File: config.mk
export PLATFORM = sky130hd
export DESIGN_NAME = current_window_stats
export DESIGN_NICKNAME = d
export VERILOG_FILES = /design/src/rtl/cws_pkg.sv /design/src/rtl/cws_div.sv /design/src/rtl/current_window_stats.sv
export SDC_FILE = /design/constraint.sdc
export NUM_CORES = 1
export LEC_CHECK = 0
export ABC_AREA = 1
export CELL_PAD_IN_SITES_DETAIL_PLACEMENT = 1
export CELL_PAD_IN_SITES_GLOBAL_PLACEMENT = 1
export CORE_MARGIN = 5
export CORE_UTILIZATION = 30
export CTS_CLUSTER_SIZE = 30
export DETAILED_ROUTE_END_ITERATION = 8
export DONT_BUFFER_PORTS = 1
export GPL_TIMING_DRIVEN = 0
export HOLD_SLACK_MARGIN = 0.02
export PLACE_DENSITY_LB_ADDON = 0.1
export RECOVER_POWER = 25
export SLEW_MARGIN = 20
export SYNTH_ARGS = -nofsm -noshare
export SYNTH_HDL_FRONTEND = slang
export SYNTH_SLANG_ARGS = --single-unit
export TNS_END_PERCENT = 1
File: constraint.sdc
create_clock -name clk_i -period 3.7 [get_ports clk_i]
set_clock_uncertainty 0.2 [all_clocks]
set_input_delay 0.74 -clock clk_i [delete_from_list [all_inputs] [get_ports clk_i]]
set_output_delay 0.74 -clock clk_i [all_outputs]
set_load 0.02 [all_outputs]
File: src/rtl/cws_pkg.sv
// cws_pkg: field widths and stream packing for the current window statistics block.
// No dependencies; used by cws_div and current_window_stats.
package cws_pkg;

  localparam int unsigned CUR_W       = 21;
  localparam int unsigned BUS_W       = 15;
  localparam int unsigned PWR_W       = 20;
  localparam int unsigned CNT_W       = 32;
  localparam int unsigned IN_FIELDS_W = CUR_W + BUS_W + PWR_W;
  localparam int unsigned IN_TDATA_W  = ((IN_FIELDS_W + 7) / 8) * 8;
  localparam int unsigned OUT_FIELDS_W = BUS_W + PWR_W + 4 * CUR_W + CNT_W;
  localparam int unsigned OUT_TDATA_W  = ((OUT_FIELDS_W + 7) / 8) * 8;

  typedef logic signed [CUR_W-1:0] cur_t;
  typedef logic [BUS_W-1:0]        bus_t;
  typedef logic [PWR_W-1:0]        pwr_t;
  typedef logic [CNT_W-1:0]        cnt_t;

endpackage

File: src/rtl/cws_div.sv
// cws_div: serial signed-by-unsigned divider, one quotient bit per cycle, truncating
// toward zero. Depends on cws_pkg for the quotient width.
module cws_div #(
  parameter int unsigned SUM_W  = 25,
  parameter int unsigned FILL_W = 5
) (
  input  logic                    clk_i,
  input  logic                    rst_ni,
  input  logic                    start_i,
  input  logic signed [SUM_W-1:0] dividend_i,
  input  logic [FILL_W-1:0]       divisor_i,
  output logic                    busy_o,
  output cws_pkg::cur_t           quotient_o
);

  localparam int unsigned STEP_W = $clog2(SUM_W + 1);

  logic [SUM_W-1:0]  quo_q;
  logic [FILL_W-1:0] rem_q;
  logic [FILL_W-1:0] div_q;
  logic [STEP_W-1:0] step_q;
  logic              neg_q;
  logic              busy_q;

  logic [FILL_W:0]        shifted;
  logic                   fits;
  logic [FILL_W:0]        diff;
  logic [cws_pkg::CUR_W-1:0] mag;

  assign shifted = {rem_q, quo_q[SUM_W-1]};
  assign fits    = shifted >= {1'b0, div_q};
  assign diff    = shifted - {1'b0, div_q};

  always_ff @(posedge clk_i or negedge rst_ni) begin
    if (!rst_ni) begin
      busy_q <= 1'b0;
      step_q <= '0;
    end else if (start_i) begin
      busy_q <= 1'b1;
      step_q <= STEP_W'(SUM_W);
    end else if (busy_q) begin
      step_q <= step_q - 1'b1;
      busy_q <= step_q != STEP_W'(1);
    end
  end

  always_ff @(posedge clk_i) begin
    if (start_i) begin
      neg_q <= dividend_i[SUM_W-1];
      quo_q <= dividend_i[SUM_W-1] ? (~dividend_i + 1'b1) : dividend_i;
      rem_q <= '0;
      div_q <= divisor_i;
    end else if (busy_q) begin
      quo_q <= {quo_q[SUM_W-2:0], fits};
      rem_q <= fits ? diff[FILL_W-1:0] : shifted[FILL_W-1:0];
    end
  end

  assign mag        = quo_q[cws_pkg::CUR_W-1:0];
  assign busy_o     = busy_q;
  assign quotient_o = neg_q ? cws_pkg::cur_t'(~mag + 1'b1) : cws_pkg::cur_t'(mag);

endmodule

File: src/rtl/current_window_stats.sv
// current_window_stats: moving average, minimum, maximum and count of current samples.
// Depends on cws_pkg and cws_div.
//
// Input stream: s_axis_tuser selects the item kind (0 = sample, 1 = clear). A sample
// carries current, bus voltage and power in s_axis_tdata and yields one result item on
// the master stream; a clear item resets the statistics at accept and yields none.
// The last WINDOW currents sit in a ring memory with a registered read; the outgoing
// entry is read at accept, the sum is updated and the new entry written in the next
// cycle, then a serial divider forms the average one quotient bit per cycle.
// The sum is SUM_W = 21 + clog2(WINDOW) bits wide. A sample's result is loaded into
// the output register when the divider is done and the register is free; the next
// item is taken in the cycle after the result is loaded.
// One sample is in work at a time.
// The result sits in an output register, so a new item is accepted while it waits;
// if the receiver stalls longer, the finished average is held until the register frees.
// Reset clears the statistics; ring entries are used only after being written, so the
// memory itself needs no clearing.
module current_window_stats #(
  parameter int unsigned WINDOW = 16
) (
  input  logic                               clk_i,
  input  logic                               rst_ni,
  input  logic                               s_axis_tvalid,
  output logic                               s_axis_tready,
  // [20:0] current, [35:21] bus_millivolts, [55:36] power_milliwatts
  input  logic [cws_pkg::IN_TDATA_W-1:0]     s_axis_tdata,
  // [0] kind
  input  logic                               s_axis_tuser,
  output logic                               m_axis_tvalid,
  input  logic                               m_axis_tready,
  // [14:0] bus_mv_out, [34:15] power_mw_out, [55:35] current_now,
  // [76:56] current_average, [97:77] current_minimum, [118:98] current_maximum,
  // [150:119] samples_seen, [151] zero
  output logic [cws_pkg::OUT_TDATA_W-1:0]    m_axis_tdata
);

  localparam int unsigned POS_W  = (WINDOW > 1) ? $clog2(WINDOW) : 1;
  localparam int unsigned FILL_W = $clog2(WINDOW + 1);
  localparam int unsigned SUM_W  = cws_pkg::CUR_W + $clog2(WINDOW);
  localparam int unsigned PAD_W  = cws_pkg::OUT_TDATA_W - cws_pkg::OUT_FIELDS_W;

  typedef enum logic [1:0] {ST_IDLE, ST_RD, ST_DIV} state_e;

  state_e state_q;

  cws_pkg::cur_t ring_mem [WINDOW];
  cws_pkg::cur_t rd_q;

  logic [POS_W-1:0]        pos_q;
  logic [FILL_W-1:0]       fill_q;
  logic signed [SUM_W-1:0] sum_q;
  cws_pkg::cur_t           min_q;
  cws_pkg::cur_t           max_q;
  cws_pkg::cnt_t           cnt_q;

  cws_pkg::cur_t cur_q;
  cws_pkg::bus_t bus_q;
  cws_pkg::pwr_t pwr_q;

  logic                            out_valid_q;
  logic [cws_pkg::OUT_TDATA_W-1:0] out_data_q;

  logic                    accept;
  logic                    full;
  logic signed [SUM_W-1:0] sum_d;
  logic [FILL_W-1:0]       fill_d;
  logic                    ring_wr;
  logic                    div_busy;
  cws_pkg::cur_t           avg;
  logic                    out_free;
  logic                    out_load;

  assign s_axis_tready = state_q == ST_IDLE;
  assign accept        = s_axis_tvalid && s_axis_tready;
  assign full          = fill_q == FILL_W'(WINDOW);
  assign fill_d        = full ? fill_q : fill_q + 1'b1;
  assign sum_d         = sum_q + SUM_W'(cur_q)
                         - (full ? SUM_W'(rd_q) : SUM_W'(0));
  assign ring_wr       = state_q == ST_RD;
  assign out_free      = !out_valid_q || m_axis_tready;
  assign out_load      = (state_q == ST_DIV) && !div_busy && out_free;

  always_ff @(posedge clk_i) begin
    if (ring_wr) begin
      ring_mem[pos_q] <= cur_q;
    end
    rd_q <= ring_mem[pos_q];
  end

  cws_div #(
    .SUM_W  (SUM_W),
    .FILL_W (FILL_W)
  ) u_div (
    .clk_i      (clk_i),
    .rst_ni     (rst_ni),
    .start_i    (ring_wr),
    .dividend_i (sum_d),
    .divisor_i  (fill_d),
    .busy_o     (div_busy),
    .quotient_o (avg)
  );

  always_ff @(posedge clk_i or negedge rst_ni) begin
    if (!rst_ni) begin
      state_q     <= ST_IDLE;
      pos_q       <= '0;
      fill_q      <= '0;
      sum_q       <= '0;
      min_q       <= '0;
      max_q       <= '0;
      cnt_q       <= '0;
      out_valid_q <= 1'b0;
      out_data_q  <= '0;
    end else begin
      if (out_load) begin
        out_valid_q <= 1'b1;
      end else if (m_axis_tready) begin
        out_valid_q <= 1'b0;
      end
      unique case (state_q)
        ST_IDLE: begin
          if (accept) begin
            if (s_axis_tuser) begin
              pos_q  <= '0;
              fill_q <= '0;
              sum_q  <= '0;
              min_q  <= '0;
              max_q  <= '0;
              cnt_q  <= '0;
            end else begin
              state_q <= ST_RD;
            end
          end
        end
        ST_RD: begin
          sum_q  <= sum_d;
          fill_q <= fill_d;
          pos_q  <= (pos_q == POS_W'(WINDOW - 1)) ? '0 : pos_q + 1'b1;
          if (cnt_q == '0) begin
            min_q <= cur_q;
            max_q <= cur_q;
          end else begin
            if (cur_q < min_q) min_q <= cur_q;
            if (cur_q > max_q) max_q <= cur_q;
          end
          if (cnt_q != '1) begin
            cnt_q <= cnt_q + 1'b1;
          end
          state_q <= ST_DIV;
        end
        ST_DIV: begin
          if (out_load) begin
            out_data_q  <= {{PAD_W{1'b0}}, cnt_q, max_q, min_q, avg, cur_q, pwr_q, bus_q};
            state_q     <= ST_IDLE;
          end
        end
        default: state_q <= ST_IDLE;
      endcase
    end
  end

  always_ff @(posedge clk_i) begin
    if (accept) begin
      cur_q <= s_axis_tdata[cws_pkg::CUR_W-1:0];
      bus_q <= s_axis_tdata[cws_pkg::CUR_W +: cws_pkg::BUS_W];
      pwr_q <= s_axis_tdata[cws_pkg::CUR_W + cws_pkg::BUS_W +: cws_pkg::PWR_W];
    end
  end

  assign m_axis_tvalid = out_valid_q;
  assign m_axis_tdata  = out_data_q;

  a_fill_bound: assert property (@(posedge clk_i) disable iff (!rst_ni)
    fill_q <= FILL_W'(WINDOW))
    else $error("fill count above window size");

  a_clear_resets: assert property (@(posedge clk_i) disable iff (!rst_ni)
    accept && s_axis_tuser |=> fill_q == '0 && cnt_q == '0 && sum_q == '0)
    else $error("clear item did not reset statistics");

  a_min_le_max: assert property (@(posedge clk_i) disable iff (!rst_ni)
    cnt_q != '0 |-> min_q <= max_q)
    else $error("minimum above maximum");

  a_div_started: assert property (@(posedge clk_i) disable iff (!rst_ni)
    state_q == ST_RD |=> div_busy && state_q == ST_DIV)
    else $error("divider not running after ring update");

endmodule
==> results of run 1 <==
worst reg2reg max path, cell delays in order (launching register included):
cell	delay, ns
dfrtp_1	0.39
inv_2	0.09
ha_4	0.14
nand4_4	0.19
buf_8	0.22
nor2_4	0.12
fa_1	0.46
fa_2	0.63
ha_4	0.16
inv_2	0.04
a21oi_2	0.10
nand3_2	0.09
nor2_2	0.12
nand2_2	0.09
nor2_4	0.13
nand3_4	0.10
nor2_4	0.15
nand2_4	0.09
nand2_4	0.07
nand2_2	0.05
nand3_2	0.08
o21ai_2	0.07
synth_stat cells (2+ instances only):
cell type  number
nand2_2         6
nand2_1       760
xor2_1         40
o31ai_1         5
o22ai_1       114
buf_4           2
nor4_1         16
o21bai_1        5
edfxtp_1      423
nand4_1        51
inv_1         343
clkbuf_1      123
nor2_1        349
inv_2           4
a211oi_1        4
o21ai_0       341
nor2_2          2
a31oi_1         7
nand3b_1        6
fa_1           25
o21ai_1         8
nor3_1         33
ha_1           83
xnor2_1         8
buf_1           9
nand3_1       125
o21a_1          2
dfrtp_1       268
clkinv_1        2
buf_2           2
a21oi_1        65
o211ai_1        5
dfxtp_1        26
report_power, final:
part | switching [mW] | internal (mW)
sequential | 2.22 | 10.3
clock | 3.49 | 4.71
combinational | 9.97 | 4.59
total | 15.7 | 19.6
through the flow:
stage / TNS (ns) / cells / utilization [%] / setup slack (ns) / hold slack [ns]
global placement: -605.01 / 4684 / 31.9 / -2.27 / 0.223
global route: -62.78 / 4990 / 37.0 / -0.541 / -0.457
detailed placement: -186.43 / 4701 / 32.4 / -1.28 / 0.235
CTS: -31.66 / 4980 / 36.6 / -0.368 / -0.459
floorplan: -0.171 / 3281 / - / -0.0617 / 0.218
finish: -28.75 / 4993 / 37.0 / -0.354 / -0.423
cell usage in the layout, fill, tap and decap left out, types with 51 or more instances in the layout:
master,instances
dlygate4sd3_1,57
o22ai_1,114
nor2_1,295
clkbuf_1,139
dfrtp_1,268
nand4_1,51
a21oi_1,56
clkbuf_16,86
o21ai_0,337
nand2_1,705
ha_1,61
edfxtp_1,423
inv_1,320
buf_4,71
nand3_1,111
per-layer routing:
metal	GRT usage [%]	vias to the layer above	routed length, um
met5	0	-	0
met4	4.82	0	2350
met3	5.29	129	8830
met2	33.9	635	56300
met1	29.0	12900	56100
li1	-	11500	-
cell families (layout without fill, tap and decap cells):
| logic type | count (synthesis) | after routing |
|---|---|---|
| AND/OR/NAND/NOR | 1356 | 1356 |
| adder cells (fa/ha/maj) | 108 | 108 |
| flip-flops | 717 | 717 |
| AO/OA/AOI/OAI | 563 | 563 |
| XOR/XNOR | 50 | 50 |
| other | 1 | 4 |
| buffers and inverters | 486 | 792 |
sequential cells by signal, summed over array words and instances, names as in the netlist, 21 cells and up:
name / count
ring_mem: 336
m_axis_tdata: 151
cnt_q: 32
sum_q: 25
u_div.quo_q: 25
cur_q: 21
max_q: 21
min_q: 21
rd_q: 21
repair_timing:
action / 4_1_cts / 5_1_grt
endpoints found under the hold margin: 325 / 268
pin swaps: 30 / 41
setup endpoints to repair: 328 / 287
buffers inserted: 71 / 11
gates resized for setup: 161 / 73
area by class of cell:
class | count | area, um2
buffer | 136 | 556
clock buffer | 120 | 2380
tap | 1403 | 1760
sequential | 717 | 19900
antenna | 3 | 7.51
inverter | 349 | 1320
timing repair buffer | 156 | 1750
fill | 11900 | 67500
clock inverter | 31 | 304
multi-input combinational | 2078 | 11600
how the worst min path moves through the flow:
| stage | slack, ns | to | startpoint |
|---|---|---|---|
| after global placement | 0.22 | m_axis_tdata[30]$_DFFE_PN0P_ | pwr_q[15]$_DFFE_PP_ |
| after CTS | -0.46 | m_axis_tdata[50]$_DFFE_PN0P_ | rst_ni |
| after global routing | -0.46 | m_axis_tdata[50]$_DFFE_PN0P_ | rst_ni |
| final | -0.42 | sum_q[15]$_DFFE_PN0P_ | rst_ni |
| after detailed placement | 0.23 | m_axis_tdata[0]$_DFFE_PN0P_ | bus_q[0]$_DFFE_PP_ |
| after floorplan | 0.22 | m_axis_tdata[0]$_DFFE_PN0P_ | bus_q[0]$_DFFE_PP_ |
==> impl_metrics.toml, run 1 <==
[logic_synthesis]
syn_inst = 3281
synth_adder_area_share_pct = 4.75
ys_seq_area_share_pct = 61.6
synth_edf_count = 423
post-synth-top-area-fraction_pct = 39.2
mappedNetlistArea_mm2 = 0.0324
synth_ff_type = "edfxtp_1"
synthArstFlopShare_pct = 37.4
synth_top_family_by_area = "simple AND/OR/NAND/NOR gates"
synthSimpleGateAreaFrac_pct = 17.1
synth-xor-area-share_pct = 1.43
syn_nets = 3450
synth.area.top_cells = "edfxtp_1 39%, dfrtp_1 21%, nand2_1 8.8%"
muxShareOfSynthArea_pct = 0
yosysWarnings = 0
synth_compound_gate_area_share_pct = 9.41
avgSynthCellArea_um2 = 9.87
synth.distinct_cells = 52
yosysTopAreaCell = "edfxtp_1"
ys_ff_latch = 717

[setup_path]
endpoint = "u_div.quo_q[16]$_DFFE_PP_"
worstPathRequired_ns = 3.88
arrival_ns = 4.23
critical_path_class = "reg2reg"
max_stage_delay_ns = 0.63
cp.buffers_inverters = 3
reg2reg_from = "fill_q[0]$_DFFE_PN0P_"
cpMostUsedCell = "nor2_4"
crit_slowest_cell = "fa_2"
r2r-end = "u_div.quo_q[16]$_DFFE_PP_"
reg2reg_slack_ns = -0.35
cp_max_fo = 6
r2r_cells = 21
crit_cells = 21
path_delay_family = "adder cells"
cp-start-kind = "register"
cp-startpoint = "fill_q[0]$_DFFE_PN0P_"
path_cells = "inv_2, ha_4, nand4_4, buf_8, nor2_4, fa_1, fa_2, ha_4, inv_2, a21oi_2, nand3_2, nor2_2, nand2_2, nor2_4, nand3_4, nor2_4, nand2_4, nand2_4, nand2_2, nand3_2, o21ai_2"
cp-end-kind = "register"

[power]
p_leak_nw = 15.8
power_density_mw_per_mm2 = 891
peakVddDrop_v = 0.000461
p_total_mw = 35.3

[clock_tree]
cts-root-buf = "clkbuf_16"
ctsHoldBuffers = 57
cts_tree = "yes"
h-tree-depth = 3
cts_inserted_buffers = 84
cts.sinks = 717
path_clk_slew_ns = 0.06
max-clock-path-buffers = 3
clk-insertion-delay-late_ns = 0.66

[timing]
fin_crit_ns = 4.05
setup_ws_ns = -0.354
hold_viol = 268
finalCritPeriodShare_pct = 110
setup_viol = 177
finalMaxSlewViolations = 0
max_freq_mhz = 247
rsz0062_at_grt = "yes"
slew_headroom_pct = 26.6
holdWs_ns = -0.423
worst_pin_slew_ns = 1.10

[global_route]
grt_pass1_wl_um = 181000
grt_max_degree = 269
grtUsageTotal_pct = 21.1
grt_pass1_vias = 26700
grt-ovfl-total = 0
antenna_found_initial = 5

[outcome]
violations = "hold timing, setup timing"
run_status = "complete, but fails checks"

[route]
wl_per_cell_um = 24.8
avgViaCountPerCell = 5.04
firstDrtPassIters = 5
routed_wl_um = 124000
drc = 0
vias = 25200
drtAntennaViolNets = 0
drt_iter0_drc = 1877

[final_layout]
final_cell_area_mm2 = 0.0396
final_layout_size_suffix_gt1_share_pct = 12.2
syn_to_final_growth_pct = 22.2
final_net_count = 3691

[place]
portBuffers = 0
post-dp-hpwl_um = 86500
gp_routability_congestion = 0.865
place_area_mm2 = 0.0347

[die]
die_x_um = 338
initial_core_util_pct = 30.2
core_mm2 = 0.107
dieHeight_um = 338
num_rows = 120
io_pins = 215
fp.dieArea_mm2 = 0.115

[worst_hold_path]
hp-class = "in2async"

[job]
drv_cap = 0
Power figures use the tool's default switching activity.
==> inputs of run 2 (changes only) <==
- SKIP_LAST_GASP: unset -> 1
==> run 2 against run 1 <==
Compared with the run above: the run still ends with hold timing, setup timing left; non-clock buffer count fell by 2; core utilization fell by 0.059 points; first-iteration DRC count grew 1.4%; power fell by 0.23%; register-to-register slack is essentially flat; cell area fell by 0.16%; critical endpoint is now u_div.quo_q[10]$_DFFE_PP_; via count fell by 0.16%; hold slack improved by 0.0014 ns; largest power group unchanged; clock power barely moved; critical path depth up 2; final cell count about the same; global-route usage hardly changed; critical path type unchanged.
==> impl_metrics.toml, run 2 (synthesized netlist as in run 1, its figures left out) <==
[global_route]
grtUsageTotal_pct = 21.1
grt_max_degree = 269
grt-ovfl-total = 0
grt_pass1_vias = 26700
grt_pass1_wl_um = 181000
antenna_found_initial = 5

[timing]
max_freq_mhz = 246
slew_headroom_pct = 28.4
holdWs_ns = -0.422
finalSetupTns_ns = -32.01
setup_ws_ns = -0.363
rsz0062_at_grt = "yes"
finalMaxSlewViolations = 0
finalCritPeriodShare_pct = 110
hold_viol = 268
worst_pin_slew_ns = 1.07
setup_viol = 227
fin_crit_ns = 4.06

[final_layout]
layout_commonest_cell = "nand2_1"
regArea_mm2 = 0.0199
final_net_count = 3689
fillCellCount = 11900
final_layout_size_suffix_gt1_share_pct = 11.7
multi_input_area_mm2 = 0.0115
layout_common_cells = "711 x nand2_1, 423 x edfxtp_1, 339 x o21ai_0, 324 x inv_1, 296 x nor2_1"
syn_to_final_growth_pct = 22.0
top_register = "ring_mem"
largest_reg_flops = 336

[outcome]
run_status = "complete, but fails checks"
violations = "hold timing, setup timing"

[die]
initial_core_util_pct = 30.2
num_rows = 120
fp.dieArea_mm2 = 0.115
die_x_um = 338
dieHeight_um = 338
core_mm2 = 0.107
io_pins = 215

[power]
p_leak_nw = 15.8
peakVddDrop_v = 0.000440
power_density_mw_per_mm2 = 890

[place]
gp_routability_congestion = 0.865
portBuffers = 0
post-dp-hpwl_um = 86500

[worst_hold_path]
hp-class = "in2async"

[clock_tree]
cts_tree = "yes"
cts_inserted_buffers = 84
cts-root-buf = "clkbuf_16"
cts.sinks = 717
path_clk_slew_ns = 0.06
max-clock-path-buffers = 3
clk-insertion-delay-late_ns = 0.67
ctsHoldBuffers = 57
h-tree-depth = 3

[setup_path]
arrival_ns = 4.25
r2r-end = "u_div.quo_q[10]$_DFFE_PP_"
cp-start-kind = "register"
reg2reg_from = "fill_q[0]$_DFFE_PN0P_"
worstPathRequired_ns = 3.89
cp_max_fo = 6
cp-end-kind = "register"
critical_path_class = "reg2reg"
reg2reg_slack_ns = -0.36
r2r_cells = 23

[route]
firstDrtPassIters = 7
drc = 0
drt_iter0_drc = 1903
drtAntennaViolNets = 0
wl_per_cell_um = 24.7
avgViaCountPerCell = 5.04
routed_wl_um = 124000
vias = 25100

[job]
drv_cap = 0
-- run 2: cell types whose count changed in the layout (fill, tap and decap cells not counted), moves of 3 or more --
cell	previous run	this run
nand2_1	705	711
inv_2	24	21
nand2_2	48	42
inv_1	320	324
-- run 2: per-stage QoR --
step,area (um2),power (mW),util [%],worst slack (ns),cells
after detailed placement,34700,25.1,32.4,-1.28,4701
after global routing,39500,37.5,36.9,-0.547,4988
after CTS,39200,35.0,36.6,-0.380,4980
after global placement,34200,24.8,31.9,-2.27,4684
after floorplan,32400,19.8,-,-0.0617,3281
final,39500,35.2,36.9,-0.363,4991
-- run 2: where the power goes --
group          switching [mW]  internal (mW)  total [mW]
clock                    3.49           4.71        8.20
sequential               2.22           10.3        12.5
combinational            9.91           4.58        14.5
total                    15.6           19.5        35.2
-- run 2: worst max path at each step --
stage | from | end | slack [ns] | cells after the start
global placement | pos_q[0]$_DFFE_PN0P_ | ring_mem[12][18]$_DFFE_PP_ | -2.27 | 8
global route | fill_q[0]$_DFFE_PN0P_ | u_div.quo_q[18]$_DFFE_PP_ | -0.55 | 27
detailed placement | cur_q[13]$_DFFE_PP_ | u_div.quo_q[15]$_DFFE_PP_ | -1.28 | 17
finish | fill_q[0]$_DFFE_PN0P_ | u_div.quo_q[10]$_DFFE_PP_ | -0.36 | 23
floorplan | fill_q[0]$_DFFE_PN0P_ | u_div.quo_q[22]$_DFFE_PP_ | -0.06 | 24
CTS | fill_q[1]$_DFFE_PN0P_ | u_div.quo_q[16]$_DFFE_PP_ | -0.38 | 21
-- run 2: routing by layer --
layer,wire (um),share of wire [%],GRT usage [%],vias to the layer above
met5,0,0,0,-
met1,56300,46,29.0,12900
met2,56200,45,34.0,606
li1,-,-,-,11500
met3,8750,7.1,5.28,124
met4,2330,1.9,4.73,0
-- run 2: repair_timing --
item | 4_1_cts | 5_1_grt
endpoints found under the setup margin | 328 | 306
pin swaps | 28 | 35
resized for setup | 144 | 66
cloned | 0 | 1
setup buffers | 71 | 8
hold endpoints to repair | 325 | 268
-- run 2: final cells by class --
type	count	area share (%)
inverters	349	3.33
plain buffers	136	1.39
clock buffers	120	6.02
well taps	1403	4.44
repair buffers	154	4.41
flip-flops and latches	717	50.4
clock inverters	31	0.770
diodes	3	0.0190
multi-input cells	2078	29.2
-- run 2: critical path, stage by stage, from the launching register on --
cell and delay (ns):
dfrtp_1 0.40, inv_2 0.09, ha_4 0.14, nand4_4 0.19, buf_8 0.21, nor2_4 0.15, ha_4 0.22, inv_2 0.06
ha_4 0.13, inv_2 0.04, fa_2 0.63, ha_4 0.15, inv_2 0.04, a21oi_2 0.10, nand3_2 0.09, nor2_2 0.12
nand2_2 0.08, nor2_4 0.13, buf_4 0.13, buf_4 0.11, nand2_1 0.05, nand2_1 0.07, xor2_1 0.18, o21ai_1 0.08
